[config.mk]
export PLATFORM = sky130hd
export DESIGN_NAME = wgs_queue
export DESIGN_NICKNAME = d
export VERILOG_FILES = /design/src/rtl/wgs_queue.sv
export SDC_FILE = /design/constraint.sdc
export NUM_CORES = 1
export LEC_CHECK = 0
export BUFFER_PORTS_ARGS = -buffer_cell sky130_fd_sc_hd__buf_2
export CORE_UTILIZATION = 39
export CTS_CLUSTER_SIZE = 20
export DETAILED_ROUTE_END_ITERATION = 7
export PLACE_DENSITY = 0.74
export SYNTH_ARGS = -nofsm -noshare
export SYNTH_HDL_FRONTEND = slang
export SYNTH_SLANG_ARGS = --single-unit
[constraint.sdc]
create_clock -name aclk -period 1.9 [get_ports aclk]
set_input_delay 0.095 -clock aclk [delete_from_list [all_inputs] [get_ports aclk]]
set_output_delay 0.095 -clock aclk [all_outputs]
set_load 0.02 [all_outputs]
[src/rtl/wgs_queue.sv]
// wgs_queue: two-entry queue between the classifying front and the back end
// depends on wgs_pkg only through the width given by its user
module wgs_queue #(
    parameter int DW = 8
) (
    input  logic          aclk,
    input  logic          aresetn,
    input  logic          in_valid,
    output logic          in_ready,
    input  logic [DW-1:0] in_data,
    output logic          out_valid,
    input  logic          out_ready,
    output logic [DW-1:0] out_data
);
    localparam int DEPTH = 2;
    localparam int AW    = $clog2(DEPTH);
    localparam int NW    = $clog2(DEPTH + 1);

    logic [DW-1:0] slot_reg [DEPTH];
    logic [AW-1:0] wr_ptr_reg, rd_ptr_reg;
    logic [NW-1:0] count_reg, count_next;
    logic          push, pop;

    assign in_ready  = count_reg != NW'(DEPTH);
    assign out_valid = count_reg != '0;
    assign out_data  = slot_reg[rd_ptr_reg];
    assign push      = in_valid && in_ready;
    assign pop       = out_valid && out_ready;

    always_comb begin
        count_next = count_reg;
        if (push && !pop) begin
            count_next = count_reg + NW'(1);
        end else if (pop && !push) begin
            count_next = count_reg - NW'(1);
        end
    end

    always_ff @(posedge aclk) begin
        if (!aresetn) begin
            wr_ptr_reg <= '0;
            rd_ptr_reg <= '0;
            count_reg  <= '0;
        end else begin
            count_reg <= count_next;
            if (push) begin
                wr_ptr_reg <= wr_ptr_reg + AW'(1);
            end
            if (pop) begin
                rd_ptr_reg <= rd_ptr_reg + AW'(1);
            end
        end
    end

    always_ff @(posedge aclk) begin
        if (push) begin
            slot_reg[wr_ptr_reg] <= in_data;
        end
    end

endmodule

==> impl_metrics.env <==
export IMPL_ys_top_cells_by_area="edfxtp_1, dfxtp_1, mux2_2"
export IMPL_cts_tree="done"
export IMPL_ys_types=17
export IMPL_drtIter0Drc=3
export IMPL_die_area_um2=2260
export IMPL_rows=16
export IMPL_grt_max_degree=13
export IMPL_cp_end_kind="flop"
export IMPL_place_area_um2=943
export IMPL_initial_utilization_pct=41.3
export IMPL_cts_sinks=21
export IMPL_ir_drop_mv=0.704
export IMPL_synth_seq_cells=21
export IMPL_nets=96
export IMPL_async_flop_share_pct=0
export IMPL_drive_gt1_share_pct=43.9
export IMPL_synthCells=50
export IMPL_switching_share_pct=32.3
export IMPL_via_per_inst=4.38
export IMPL_final_min_clock_period_ps=1600
export IMPL_rr_worst_depth=5
export IMPL_antenna_cells=0
export IMPL_grt_pass1_vias=391
export IMPL_r2r_end="count_reg[1]"
export IMPL_ys_flop_type="edfxtp_1"
export IMPL_fmax_mhz=625
export IMPL_start_kind="flop"
export IMPL_drv_slew=0
export IMPL_design_area_um2=1050
export IMPL_dp_hpwl_um=814
export IMPL_power_switching_uw=413
export IMPL_setup_violations_final=0
export IMPL_rrSetupSlack_ps=300
export IMPL_min_to="rd_ptr_reg"
export IMPL_io_pins=22
export IMPL_cts_max_level=1
export IMPL_synth_warnings=0
export IMPL_required_ps=2130
export IMPL_pwr_share_seq_pct=50.4
export IMPL_syn_area_per_cell_um2=16.2
export IMPL_area_growth_pct=29.8
export IMPL_synth_nets=63
export IMPL_wl_per_cell_um=11.3
export IMPL_path_max_fanout=5
export IMPL_synth_top_area_share_pct=59.4
export IMPL_wl_um=1240
export IMPL_grt_ovfl_total=0
export IMPL_fin_crit_sh_pct=84.3
export IMPL_rsz0062_at_grt="no"
export IMPL_ant_nets=0
export IMPL_dp_cells=97
export IMPL_syn_area_um2=810
export IMPL_clk_latency_ps=290
export IMPL_hold_class="primary input to flop"
export IMPL_skew_ps=3.18
export IMPL_final_cells=109
export IMPL_die_y_um=47.6
export IMPL_synth_most_common_cell="edfxtp_1"
export IMPL_numCtsBuffers=3
export IMPL_criticalPathCategory="flop to flop"
export IMPL_clk_pin_slew_ps=100
export IMPL_cts_resized=0
export IMPL_finalHoldViolCount=0
export IMPL_portBuffers=21
export IMPL_timing_rr_start="count_reg[0]"
export IMPL_hold_depth=3
export IMPL_drt_pass1_iterations=6
export IMPL_gp_congestion=0.637
export IMPL_p_leak_uw=0.000423
export IMPL_core_um2=1960
export IMPL_cellInternalPower_uw=864
export IMPL_tns_ps=0
export IMPL_cpPeakStageDelay_ps=380
export IMPL_final_util_pct=53.6
export IMPL_path_cells="nand2b_4 > and2_1 > ha_1 > or3_1 > a21oi_1"
export IMPL_largest_reg_flops=16
export IMPL_yosysSeqAreaShare_pct=71.7
export IMPL_antenna_found_initial=0
export IMPL_synth_edf_count=16
export IMPL_worstPathArrival_ps=1830
export IMPL_combPwrFrac_pct=34.2
export IMPL_grt_pass1_wl_um=1690
export IMPL_synthTopCellsByCount="edfxtp_1, mux2_2, dfxtp_1"
export IMPL_fill_cells=195
export IMPL_hp_start="aresetn"
export IMPL_outcome="complete, no violations"
export IMPL_die_width_um=47.6
export IMPL_drv_cap=0
export IMPL_cts_buffer_depth=2
export IMPL_num_vias=477
export IMPL_gr_usage_all_layers_pct=11.7
export IMPL_cp_slowest_cell="or3_1"
export IMPL_power_density_nw_per_um2=1220
export IMPL_synth_top_area_cell="edfxtp_1"
export IMPL_slew_limit_headroom_pct=74.7
export IMPL_drc=0
export IMPL_tightestPinTransition_ps=380
export IMPL_pwr_share_clk_pct=15.4
export IMPL_clock_root_buffer="clkbuf_4"
-- per-stage QoR --
| step | hold WS [ps] | setup slack (ps) | power, µW |
|---|---|---|---|
| after detailed placement | 287 | 329 | 1080 |
| final | 70.2 | 299 | 1280 |
| after CTS | 61.9 | 303 | 1290 |
| after global placement | 282 | 380 | 1060 |
| after floorplan | 194 | 358 | 962 |
| after global routing | 81.2 | 180 | 1360 |
-- power groups by stage --
stage / Clock (µW) / Sequential [µW] / Combinational (µW)
4_1_cts: 211 / 644 / 437
3_5_place_dp: 0 / 656 / 421
2_1_floorplan: 0 / 624 / 338
6_report: 197 / 644 / 436
3_3_place_gp: 0 / 651 / 413
5_1_grt: 227 / 655 / 478
-- worst max-delay path by stage --
stage               slack [ps]    startpoint           end
finish                     300  count_reg[0]  count_reg[1]
global route               180  count_reg[1]  count_reg[1]
CTS                        300  count_reg[0]  count_reg[1]
detailed placement         330  count_reg[0]  count_reg[1]
global placement           380  count_reg[0]  count_reg[1]
floorplan                  360  count_reg[0]  count_reg[1]
-- timing repair --
item	4_1_cts	5_1_grt
hold endpoints to repair	16	0
setup endpoints to repair	0	0
setup buffers	0	0
hold buffers	8	0
-- cells by family (layout without fill, tap and decap cells) --
kind of cell	after synthesis	after routing	share of synthesized area, %
simple gates	9	9	7.11
flops	21	21	71.7
fa+ha+maj	1	1	1.55
xor+xnor	3	3	3.25
mux	8	8	11.1
buf+inv	3	35	1.55
compound gates	5	5	3.71
-- metal layers --
layer,share of wire (%),wire length (µm),vias up,global-route usage (%)
li1,-,-,244,-
met1,45,562,216,13.7
met2,49,605,17,19.2
met3,5.7,70,0,3.40
met4,0,0,0,6.67
met5,0,0,-,0
-- final cells by class --
type	instances	area (µm²)	share of cell area, %
flip-flops and latches	21	581	55.2
multi-input cells	26	216	20.6
repair buffers	29	185	17.6
well taps	27	33.8	3.21
clock buffers	3	22.5	2.14
inverters	2	7.51	0.714
clock inverters	1	5.00	0.476
-- worst max-delay path: cells and delay by family (launching register included) --
family,cells,cell delay (ps)
flops,1,360
simple gates,3,720
fa+ha+maj,1,320
compound gates,1,150
-- cell usage in the layout, fill, tap and decap left out, types with 2 or more instances in the layout --
cell,Yosys,routed
a21oi_1,2,2
buf_2,1,21
clkbuf_4,0,3
dfxtp_1,5,5
dlygate4sd3_1,0,8
edfxtp_1,16,16
inv_1,2,2
mux2_2,8,8
nor2_1,3,3
o21ai_0,2,2
xor2_1,3,3
(Power assumes the default switching activity.)
