**src/rtl/wgs_pkg.sv**
```systemverilog
// wgs_pkg: shared types and constants of the wave grid stencil step
// (item record, register indexes, damping and stability constants)
// no dependencies
package wgs_pkg;

    localparam int HGT_W      = 16;
    localparam int CFG_SIZE_W = 11;
    localparam int CFG_DATA_W = 16;
    localparam int CFG_IDX_W  = 2;
    localparam int MIN_SIZE   = 3;

    // register indexes
    localparam logic [CFG_IDX_W-1:0] REG_COLUMNS = 2'd0;
    localparam logic [CFG_IDX_W-1:0] REG_ROWS    = 2'd1;
    localparam logic [CFG_IDX_W-1:0] REG_A_COEF  = 2'd2;

    // a above one half (Q0.16) makes the scheme unstable
    localparam logic [CFG_DATA_W-1:0] A_STABLE_MAX = 16'd32768;

    // depth damping, ground in Q3.12, factor in Q1.16
    localparam logic signed [HGT_W-1:0] GND_DRY   = 16'sd1225;
    localparam logic signed [HGT_W-1:0] GND_DEEP  = -16'sd1229;
    localparam logic [16:0]             DAMP_NONE = 17'd0;
    localparam logic [16:0]             DAMP_FULL = 17'd65536;

    typedef logic signed [HGT_W-1:0] height_t;

    typedef struct packed {
        height_t cur;
        height_t prv;
        height_t gnd;
        logic    same_half;
        logic    emit;
        logic    interior;
        logic    last;
        logic    unstable;
    } wgs_item_t;

endpackage

```
**src/rtl/wgs_front.sv**
```systemverilog
// wgs_front: raster position counters and per-point classification
// depends on wgs_pkg
module wgs_front #(
    parameter int MAX_COLS = 1024,
    parameter int MAX_ROWS = 1024
) (
    input  logic                              aclk,
    input  logic                              aresetn,
    input  logic                              s_valid,
    output logic                              s_ready,
    input  wgs_pkg::height_t                  s_current_height,
    input  wgs_pkg::height_t                  s_previous_height,
    input  wgs_pkg::height_t                  s_ground_height,
    input  logic [wgs_pkg::CFG_SIZE_W-1:0]    cfg_columns,
    input  logic [wgs_pkg::CFG_SIZE_W-1:0]    cfg_rows,
    input  logic [wgs_pkg::CFG_DATA_W-1:0]    cfg_a_coef,
    output logic                              q_valid,
    input  logic                              q_ready,
    output wgs_pkg::wgs_item_t                q_item,
    output logic [$clog2(MAX_COLS)-1:0]       q_col
);
    import wgs_pkg::*;

    localparam int CW    = $clog2(MAX_COLS);
    localparam int RW    = $clog2(MAX_ROWS);
    localparam int CSZ_W = ($clog2(MAX_COLS + 1) > CFG_SIZE_W) ? $clog2(MAX_COLS + 1)
                                                                : CFG_SIZE_W;
    localparam int RSZ_W = ($clog2(MAX_ROWS + 1) > CFG_SIZE_W) ? $clog2(MAX_ROWS + 1)
                                                                : CFG_SIZE_W;

    logic [CW-1:0]    col_reg, col_next;
    logic [RW-1:0]    row_reg, row_next;
    logic [CSZ_W-1:0] cols_raw, cols_lim, col_inc;
    logic [RSZ_W-1:0] rows_raw, rows_lim, row_ext, row_inc;
    logic             col_end;
    logic             accept;

    assign accept  = s_valid && q_ready;
    assign s_ready = q_ready;
    assign q_valid = s_valid;
    assign q_col   = col_reg;

    // sizes in use are clamped to [3, max]
    always_comb begin
        cols_raw = CSZ_W'(cfg_columns);
        rows_raw = RSZ_W'(cfg_rows);
        priority if (cols_raw < CSZ_W'(MIN_SIZE)) begin
            cols_lim = CSZ_W'(MIN_SIZE);
        end else if (cols_raw > CSZ_W'(MAX_COLS)) begin
            cols_lim = CSZ_W'(MAX_COLS);
        end else begin
            cols_lim = cols_raw;
        end
        priority if (rows_raw < RSZ_W'(MIN_SIZE)) begin
            rows_lim = RSZ_W'(MIN_SIZE);
        end else if (rows_raw > RSZ_W'(MAX_ROWS)) begin
            rows_lim = RSZ_W'(MAX_ROWS);
        end else begin
            rows_lim = rows_raw;
        end
    end

    always_comb begin
        col_inc = CSZ_W'(col_reg) + CSZ_W'(1);
        row_ext = RSZ_W'(row_reg);
        row_inc = row_ext + RSZ_W'(1);
        col_end = col_inc >= cols_lim;

        q_item.cur       = s_current_height;
        q_item.prv       = s_previous_height;
        q_item.gnd       = s_ground_height;
        q_item.same_half = row_reg[0];
        q_item.emit      = row_reg != '0;
        // the emitted point is one row behind the incoming one
        q_item.interior  = (row_ext >= RSZ_W'(2)) && (row_ext < rows_lim) &&
                           (col_reg != '0) && (col_inc < cols_lim);
        q_item.last      = (row_inc == rows_lim) && (col_inc == cols_lim);
        q_item.unstable  = cfg_a_coef > A_STABLE_MAX;

        col_next = col_reg;
        row_next = row_reg;
        if (accept) begin
            if (col_end) begin
                col_next = '0;
                row_next = (row_inc >= rows_lim) ? '0 : row_inc[RW-1:0];
            end else begin
                col_next = col_inc[CW-1:0];
                // rows shrunk under the counter
                if (row_ext >= rows_lim) begin
                    row_next = '0;
                end
            end
        end
    end

    always_ff @(posedge aclk) begin
        if (!aresetn) begin
            col_reg <= '0;
            row_reg <= '0;
        end else begin
            col_reg <= col_next;
            row_reg <= row_next;
        end
    end

endmodule

```
**config.mk**
```make
export PLATFORM = sky130hd
export DESIGN_NAME = wgs_front
export DESIGN_NICKNAME = d
export VERILOG_FILES = /design/src/rtl/wgs_pkg.sv /design/src/rtl/wgs_front.sv
export SDC_FILE = /design/constraint.sdc
export NUM_CORES = 1
export LEC_CHECK = 0
export BUFFER_PORTS_ARGS = -buffer_cell sky130_fd_sc_hd__buf_2
export CAP_MARGIN = 20
export CORE_MARGIN = 1
export CORE_UTILIZATION = 48
export DETAILED_ROUTE_END_ITERATION = 8
export GPL_TIMING_DRIVEN = 0
export HOLD_SLACK_MARGIN = 0.03
export PLACE_DENSITY_LB_ADDON = 0.08
export SETUP_SLACK_MARGIN = 0.4
export SLEW_MARGIN = 20
export SYNTH_ARGS = -nofsm -noshare
export SYNTH_HDL_FRONTEND = slang
export SYNTH_SLANG_ARGS = --single-unit
```
**constraint.sdc**
```tcl
create_clock -name aclk -period 5.89 [get_ports aclk]
set_clock_uncertainty 0.05 [all_clocks]
set_input_delay 0.8835 -clock aclk [delete_from_list [all_inputs] [get_ports aclk]]
set_output_delay 0.8835 -clock aclk [all_outputs]
set_load 0.03 [all_outputs]
```
==> results of run 1 <==
==> report_power, final <==
group          internal, W  switching, W
combinational    0.0000624     0.0000854
clock            0.0000457     0.0000478
sequential        0.000136    0.00000189
==> through the flow <==
| step | setup WS, ns | area, um^2 | total power [W] |
|---|---|---|---|
| 2_1_floorplan | 2.268 | 2634 | 0.0002466 |
| 3_3_place_gp | 1.993 | 3247 | 0.0002861 |
| 3_5_place_dp | 2.003 | 3247 | 0.0002886 |
| 4_1_cts | 1.711 | 3288 | 0.0003795 |
| 5_1_grt | 1.443 | 3288 | 0.0003990 |
| 6_report | 1.669 | 3288 | 0.0003790 |
==> how the worst max path moves through the flow <==
stage                         from         to  slack (ns)
floorplan                 q_col[0]  q_item[1]        2.27
global placement    cfg_columns[9]  q_item[2]        1.99
detailed placement        q_col[0]  q_item[2]        2.00
CTS                       q_col[0]  q_item[2]        1.71
global route              q_col[0]  q_item[2]        1.44
finish                    q_col[0]  q_item[2]        1.67
==> cell type report <==
| type | count | area [um^2] | area share |
|---|---|---|---|
| repair buffers | 105 | 525.5 | 0.1598 |
| flip-flops and latches | 20 | 400.4 | 0.1218 |
| plain buffers | 64 | 450.4 | 0.1370 |
| inverters | 15 | 56.30 | 0.01712 |
| multi-input cells | 246 | 1727 | 0.5251 |
| well taps | 70 | 87.58 | 0.02664 |
| clock buffers | 3 | 41.29 | 0.01256 |
==> layer usage <==
layer | share of wire | vias up | wire [um]
met2 | 0.47 | 127 | 3188
met1 | 0.44 | 1239 | 2990
met4 | 0.015 | 0 | 99
met5 | 0 | - | 0
li1 | - | 1408 | -
met3 | 0.075 | 9 | 509
==> kinds of logic after synthesis <==
kind of cell,share of synthesized area
fa+ha+maj,0.1758
xor+xnor,0.05320
simple gates,0.2903
compound gates,0.1363
flops,0.1520
buf+inv,0.1924
==> cell usage in the layout (no fill, tap or decap), types with 3 or more instances in the layout <==
master,count
nand3_1,33
xor2_1,10
nor4_1,12
buf_4,52
nor3_1,7
clkbuf_8,3
nand4_1,12
a21oi_1,11
nand2_1,36
dfxtp_1,20
nand2b_1,3
inv_1,13
a21o_1,10
o21ai_0,12
nor2b_1,3
clkbuf_1,4
buf_2,110
and3_1,9
xnor2_1,6
ha_1,37
nor2_1,9
nand4b_1,3
==> worst max-delay path, stage by stage, from the launching register on <==
cell     delay, ns
dfxtp_1       0.52
ha_1          0.29
nand3_1       0.16
nor2_1        0.27
and3_1        0.27
xor2_1        0.09
ha_1          0.30
nand4_1       0.15
nor3_2        0.30
o21ai_0       0.17
o311a_1       0.14
and3_1        0.19
buf_2         0.18
==> flow_metrics.tcl, run 1 <==
set metrics [dict create \
    status "finished, final reports clean" \
    cp.arrival_ns 3.29 \
    finalCriticalPeriod_ns 4.221 \
    slew_viol_final 0 \
    synth_edf_count 0 \
    worstReg2RegEnd "row_reg[2]" \
    grt_overflow 0 \
    cp.required_ns 4.96 \
    pin_count 155 \
    slew_headroom 0.6678 \
    synth_ff_type "dfxtp_1" \
    vias_per_cell 5.321 \
    final_util 0.6317 \
    gr-usage-met3 0.03832 \
    yosysUniqueCellTypes 49 \
    synthesis.area_um2 2634 \
    fmax_ghz 0.2369 \
    fp.dieW_um 76.08 \
    cts_setup_buffers 0 \
    wirelength_um 6788 \
    yosysSeqAreaShare 0.1520 \
    hold_buffers 0 \
    cts_resized 0 \
    stdcell_count 523 \
    die_y_um 76.08 \
    setup-violations-final 0 \
    cp_max_fo 8 \
    grt_pass1_wl_um 11590 \
    route.detailed.drc 0 \
    timing.setup.tns_ns 0 \
    numCtsBuffers 3 \
    hp-start "q_col[9]" \
    drive_gt1_frac 0.3929 \
    portBuffers 105 \
    drtIter0Drc 89 \
    antenna_found_initial 0 \
    placed_cells 520 \
    nFillCells 481 \
    maxCapViolations 0 \
    r2r_cells 12 \
    synth_top_area_share 0.1758 \
    crit_type "flip-flop to output port" \
    synth_common_cells "buf_4 (52), ha_1 (37), nand2_1 (36)" \
    crit_path_start_kind "flip-flop" \
    h-tree-depth 1 \
    synth-seq-cells 20 \
    antenna_cells 0 \
    ir_worst_vdd_mv 0.1139 \
    async_flop_share 0 \
    drt-pass1-iter-count 4 \
    start_util 0.5060 \
    busiest_layer "met2" \
    synth_most_common_cell "buf_4" \
    clockBufferDepth 2 \
    timing.final.crit_share 0.7167 \
    gp_congestion 0.8623 \
    cts_tree "done" \
    hold_viol_final 0 \
    clkTransAtPathRegs_ns 0.07 \
    syn_avg_cell_area_um2 7.634 \
    p_per_area_nw_per_um2 115.3 \
    grt_pass1_vias 2635 \
    hold_ws_ns 0.4880 \
    dieArea_um2 5787 \
    use_met2 0.4273 \
    r2r_start "q_col[0]" \
    grt_max_degree 11 \
    clkSinkCount 20 \
    row_count 26 \
    synth_top_area_cell "ha_1" \
    synth_cells 345 \
    holdPathEnd "q_col[9]" \
    cts-root-buf "clkbuf_8" \
    hpwl_um 5698 \
    fp.coreArea_um2 5205 \
    grt_use_total 0.2400 \
    reg2reg_slack_ns 2.49 \
    synth_nets 472 \
    yosysWarnings 0 \
    num_vias 2783 \
    p_leak_nw 1.795 \
    grt_setup_unrepaired "no" \
    area_growth_pct 24.85 \
    wl_per_cell_um 12.98 \
    setup.worst_path.end_class "output port" \
    max_slew.worst_pin.slew_ns 0.4984 \
    clock_insertion_delay_worst_skew_ns 0.26 \
    fin_nets 582 \
    hold_depth 2 \
    hold_class "flip-flop to flip-flop" \
    use_met1 0.2908 \
    ant_nets 0 \
    synth.area.top_cells "ha_1 (18%), dfxtp_1 (15%), buf_4 (15%), nand3_1 (6.3%), nand2_1 (5.1%)" \
]
No activity file was read; power rests on OpenSTA's default activity.
==> run 2, diff against run 1 <==
- CORE_UTILIZATION: 48 -> 41
- clock period: 5.89 -> 3.5 ns (I/O delays scaled with it)
==> run 2 against run 1 <==
  * Sequential power increased by 66%
  * Via count rose by 0.50%
  * Setup slack lost 1.3 ns
  * Wire length rose by 4.3%
  * Global-route usage fell by 3.9 points
  * Cell area grew 8.4%
  * Final cell count increased by 3.6%
  * Non-clock buffer count increased by 13
  * Sequential share of layout area fell by 0.31 points
  * Register-to-register slack lost 1.9 ns
  * Combinational power rose by 72%
  * Largest cell class unchanged
  * Highest routed layer unchanged
==> flow_metrics.tcl, run 2 (same netlist as run 1, synthesis figures left out) <==
set metrics [dict create \
    p_int_w 0.0004347 \
    crit_start "q_col[2]" \
    clkSinkCount 20 \
    regArea_um2 422.9 \
    timing.final.crit_share 0.8945 \
    hpwl_um 5732 \
    slew_headroom 0.6648 \
    clock_insertion_delay_worst_skew_ns 0.27 \
    dieArea_um2 6749 \
    clockBufferDepth 2 \
    drtIter0Drc 116 \
    switching_share 0.3526 \
    area_growth_pct 35.34 \
    drive_gt1_frac 0.4690 \
    cts-root-buf "clkbuf_8" \
    drt-pass1-iter-count 4 \
    p_leak_nw 1.871 \
    grt_overflow 0 \
    final_cell_mix "buf_2 (107), buf_4 (66), nand2_1 (35)" \
    hold_ws_ns 0.4576 \
    fmax_ghz 0.3194 \
    cts_tree "done" \
    setup-violations-final 0 \
    crit_type "flip-flop to output port" \
    clkTransAtPathRegs_ns 0.08 \
    grt_pass1_wl_um 10430 \
    wl_per_cell_um 13.06 \
    reg2reg_slack_ns 0.60 \
    final_common_cell "buf_2" \
    clockPowerShare 0.279 \
    grt_pass1_vias 2335 \
    grt_use_total 0.2010 \
    vias_per_cell 5.161 \
    numCtsBuffers 3 \
    row_count 28 \
    maxCapViolations 0 \
    r2r_cells 12 \
    worstReg2RegEnd "row_reg[2]" \
    route.detailed.drc 0 \
    final_util 0.5882 \
    start_util 0.4346 \
    fp.coreArea_um2 6061 \
    die_y_um 82.15 \
    fin_nets 595 \
    cp_max_fo 7 \
    p_comb_frac 0.380 \
    gp_congestion 0.8628 \
    cp-endpoint "q_item[2]" \
    portBuffers 105 \
    nFillCells 591 \
    wirelength_um 7081 \
    finalCriticalPeriod_ns 3.131 \
    setup.worst_path.end_class "output port" \
    hold_viol_final 0 \
    crit_path_start_kind "flip-flop" \
    slew_viol_final 0 \
    antenna_cells 0 \
    cp.arrival_ns 2.56 \
    pin_count 155 \
    multi_input_area_um2 1844 \
    hold_class "flip-flop to flip-flop" \
    r2r_start "row_reg[0]" \
    fp.dieW_um 82.15 \
    status "finished, final reports clean" \
    max_slew.worst_pin.slew_ns 0.5028 \
    grt_max_degree 12 \
    ant_nets 0 \
    timing.setup.tns_ns 0 \
    hold_buffers 0 \
    antenna_found_initial 0 \
    total_power_w 0.0006716 \
    h-tree-depth 1 \
    grt_setup_unrepaired "yes" \
    sequentialPowerShare 0.341 \
    ir_worst_vdd_mv 0.1468 \
    num_vias 2797 \
    cp.required_ns 2.92 \
    p_per_area_nw_per_um2 188.4 \
    power_switching_w 0.0002368 \
]
## run 2: repair_timing
item,4_1_cts,5_1_grt
endpoints found under the setup margin,16,7
pin swaps,6,8
gates resized for setup,31,11
buffers inserted,8,5
## run 2: cell type report
cell class              count  share of cell area
plain buffers              64              0.1292
clock buffers               4             0.01544
inverters                  15             0.01580
multi-input cells         246              0.5174
flip-flops and latches     20              0.1186
well taps                  75             0.02633
repair buffers            118              0.1773
## run 2: through the flow
step / std cells / setup slack [ns] / instance area [um^2]
floorplan: 345 / 0.4156 / 2639
global placement: 525 / 0.1431 / 3258
detailed placement: 525 / 0.1290 / 3258
CTS: 537 / 0.3809 / 3491
global route: 542 / 0.2329 / 3565
finish: 542 / 0.3692 / 3565
## run 2: how the worst min path moves through the flow
| stage | start | to | slack, ns | cells past startpoint |
|---|---|---|---|---|
| 3_3_place_gp | q_col[1] | q_col[1] | 0.45 | 2 |
| 6_report | q_col[4] | q_col[4] | 0.46 | 2 |
| 4_1_cts | q_col[4] | q_col[4] | 0.46 | 2 |
| 2_1_floorplan | row_reg[9] | row_reg[9] | 0.46 | 2 |
| 3_5_place_dp | q_col[1] | q_col[1] | 0.45 | 2 |
| 5_1_grt | q_col[4] | q_col[4] | 0.49 | 2 |
## run 2: layer usage
metal,up-vias,track usage,share of wire
li1,1435,-,-
met1,1232,0.2640,0.46
met2,126,0.3537,0.47
met3,4,0.01758,0.071
met4,0,0.04386,0.0058
met5,-,0,0
## run 2: worst max-delay path: stages (launching register included)
cell and delay, ns:
dfxtp_2 0.34, buf_6 0.13, nand2_2 0.08, nor3_2 0.22
buf_4 0.14, buf_4 0.10, xor2_1 0.06, ha_1 0.28
nand4_1 0.15, nor3_2 0.24, o21ai_1 0.11, o311a_1 0.12
and3_4 0.19, buf_6 0.13
## run 2: power groups by stage
stage | logic, W | clock network [W] | registers [W]
final | 0.000255 | 0.000187 | 0.000229
after global routing | 0.000279 | 0.000200 | 0.000229
after global placement | 0.000247 | 0 | 0.000237
after CTS | 0.000255 | 0.000189 | 0.000229
after floorplan | 0.000177 | 0 | 0.000239
after detailed placement | 0.000250 | 0 | 0.000237
==> run 3, diff against run 2 <==
- BUFFER_PORTS_ARGS: -buffer_cell sky130_fd_sc_hd__buf_2 -> not set
- CORE_ASPECT_RATIO: not set -> 0.6
- CORE_MARGIN: 1 -> not set
- CORE_UTILIZATION: 41 -> 49
- DONT_BUFFER_PORTS: not set -> 1
==> run 3 against run 2 <==
  * Maximum frequency about the same
  * Via count is 7.6% lower
  * Setup slack better by 0.00087 ns
  * Power down 7.0%
  * Hold slack gained 0.028 ns
  * Final cell count is 20% lower
  * Critical endpoint is now q_item[1]
==> flow_metrics.tcl, run 3 (same netlist as run 1, synthesis figures left out) <==
set metrics [dict create \
    status "finished, final reports clean" \
    hold_depth 1 \
    hold_buffers 0 \
    antenna_found_initial 0 \
    clock_insertion_delay_worst_skew_ns 0.27 \
    slew_headroom 0.4946 \
    multi_input_area_um2 1967 \
    reg2reg_slack_ns 0.49 \
    crit_path_start_kind "flip-flop" \
    portBuffers 0 \
    area_growth_pct 21.28 \
    fp.dieW_um 96.65 \
    nFillCells 463 \
    grt_use_total 0.2537 \
    max_slew.worst_pin.slew_ns 0.7482 \
    vias_per_cell 5.998 \
    cp_max_fo 8 \
    crit_type "flip-flop to output port" \
    hpwl_um 5875 \
    dieArea_um2 5682 \
    worstReg2RegEnd "q_col[7]" \
    grt_pass1_vias 2224 \
    p_per_area_nw_per_um2 195.6 \
    timing.setup.tns_ns 0 \
    final_util 0.6257 \
    drt-pass1-iter-count 4 \
    cp.arrival_ns 2.55 \
    cts-root-buf "clkbuf_8" \
    wl_per_cell_um 17.61 \
    h-tree-depth 1 \
    hold_viol_final 0 \
    holdPathEnd "row_reg[0]" \
    die_y_um 58.79 \
    hp-start "row_reg[0]" \
    grt_max_degree 12 \
    cts_tree "done" \
    route.detailed.drc 0 \
    r2r_cells 15 \
    clockBufferDepth 2 \
    fin_nets 493 \
    numCtsBuffers 3 \
    fp.coreArea_um2 5105 \
    clkTransAtPathRegs_ns 0.08 \
    hold_class "flip-flop to flip-flop" \
    grt_setup_unrepaired "yes" \
    final_common_cell "buf_4" \
    drive_gt1_frac 0.3479 \
    setup.worst_path.end_class "output port" \
    p_leak_nw 1.494 \
    pin_count 155 \
    final_cell_mix "buf_4 (68), nand2_1 (33), ha_1 (33)" \
    maxCapViolations 0 \
    gp_congestion 0.8506 \
    clkSinkCount 20 \
    setup-violations-final 0 \
    row_count 20 \
    antenna_cells 0 \
    slew_viol_final 0 \
    grt_pass1_wl_um 11290 \
    grt_overflow 0 \
    r2r_start "q_col[0]" \
    cp.required_ns 2.92 \
    timing.final.crit_share 0.8943 \
    drtIter0Drc 174 \
    ir_worst_vdd_mv 0.1162 \
    finalCriticalPeriod_ns 3.130 \
    fmax_ghz 0.3195 \
    wirelength_um 7591 \
    ant_nets 0 \
    start_util 0.5159 \
    regArea_um2 435.4 \
    num_vias 2585 \
]
## run 3: through the flow
| step | total power, W | cell area [um^2] | hold slack (ns) | worst slack (ns) | instances |
|---|---|---|---|---|---|
| floorplan | 0.0004154 | 2639 | 0.4621 | 0.4156 | 345 |
| finish | 0.0006248 | 3194 | 0.4854 | 0.3701 | 431 |
| global placement | 0.0004376 | 2721 | 0.5216 | 0.02933 | 411 |
| detailed placement | 0.0004399 | 2721 | 0.5310 | -0.004228 | 411 |
| global route | 0.0006564 | 3194 | 0.5062 | 0.2541 | 431 |
| CTS | 0.0006214 | 3024 | 0.4906 | 0.4030 | 426 |
## run 3: worst max path at each step
stage          cells after the start  slack [ns]        from         to
6_report                          11        0.37    q_col[0]  q_item[1]
5_1_grt                           11        0.25    q_col[0]  q_item[1]
4_1_cts                            9        0.40  row_reg[0]  q_item[1]
3_5_place_dp                      11      -0.004    q_col[0]  q_item[2]
3_3_place_gp                      11        0.03    q_col[0]  q_item[2]
2_1_floorplan                     11        0.42    q_col[0]  q_item[2]
## run 3: timing repair
item,in CTS,in global routing
setup endpoints to repair,19,15
pin swaps,14,8
gates resized for setup,45,27
buffers inserted,11,5
## run 3: power by group
group	internal (W)	total (W)	switching, W
Clock	0.000100	0.000186	0.0000854
Combinational	0.0000769	0.000210	0.000133
Sequential	0.000223	0.000229	0.00000667
Total	0.000400	0.000625	0.000225
## run 3: layer usage
layer | up-vias | GRT usage | wire (um)
met5 | - | 0 | 0
li1 | 1228 | - | -
met1 | 1196 | 0.3599 | 3475
met4 | 0 | 0.04478 | 66
met3 | 6 | 0.05701 | 666
met2 | 155 | 0.4014 | 3382
## run 3: cell type report
cell class              instances  area share
repair buffers                 16     0.03760
well taps                      66     0.02585
flip-flops and latches         20      0.1363
inverters                      15     0.01763
plain buffers                  64      0.1496
multi-input cells             246      0.6157
clock buffers                   4     0.01723
## run 3: critical path, cell delays in order (launching register included)
cell and delay [ns]:
dfxtp_4 0.48, ha_4 0.19, nand3_4 0.09, nor2_4 0.13
and3_4 0.22, xor2_2 0.07, ha_1 0.32, nand4_1 0.12
nor3_2 0.16, buf_4 0.14, nand4_1 0.14, nor2_4 0.24
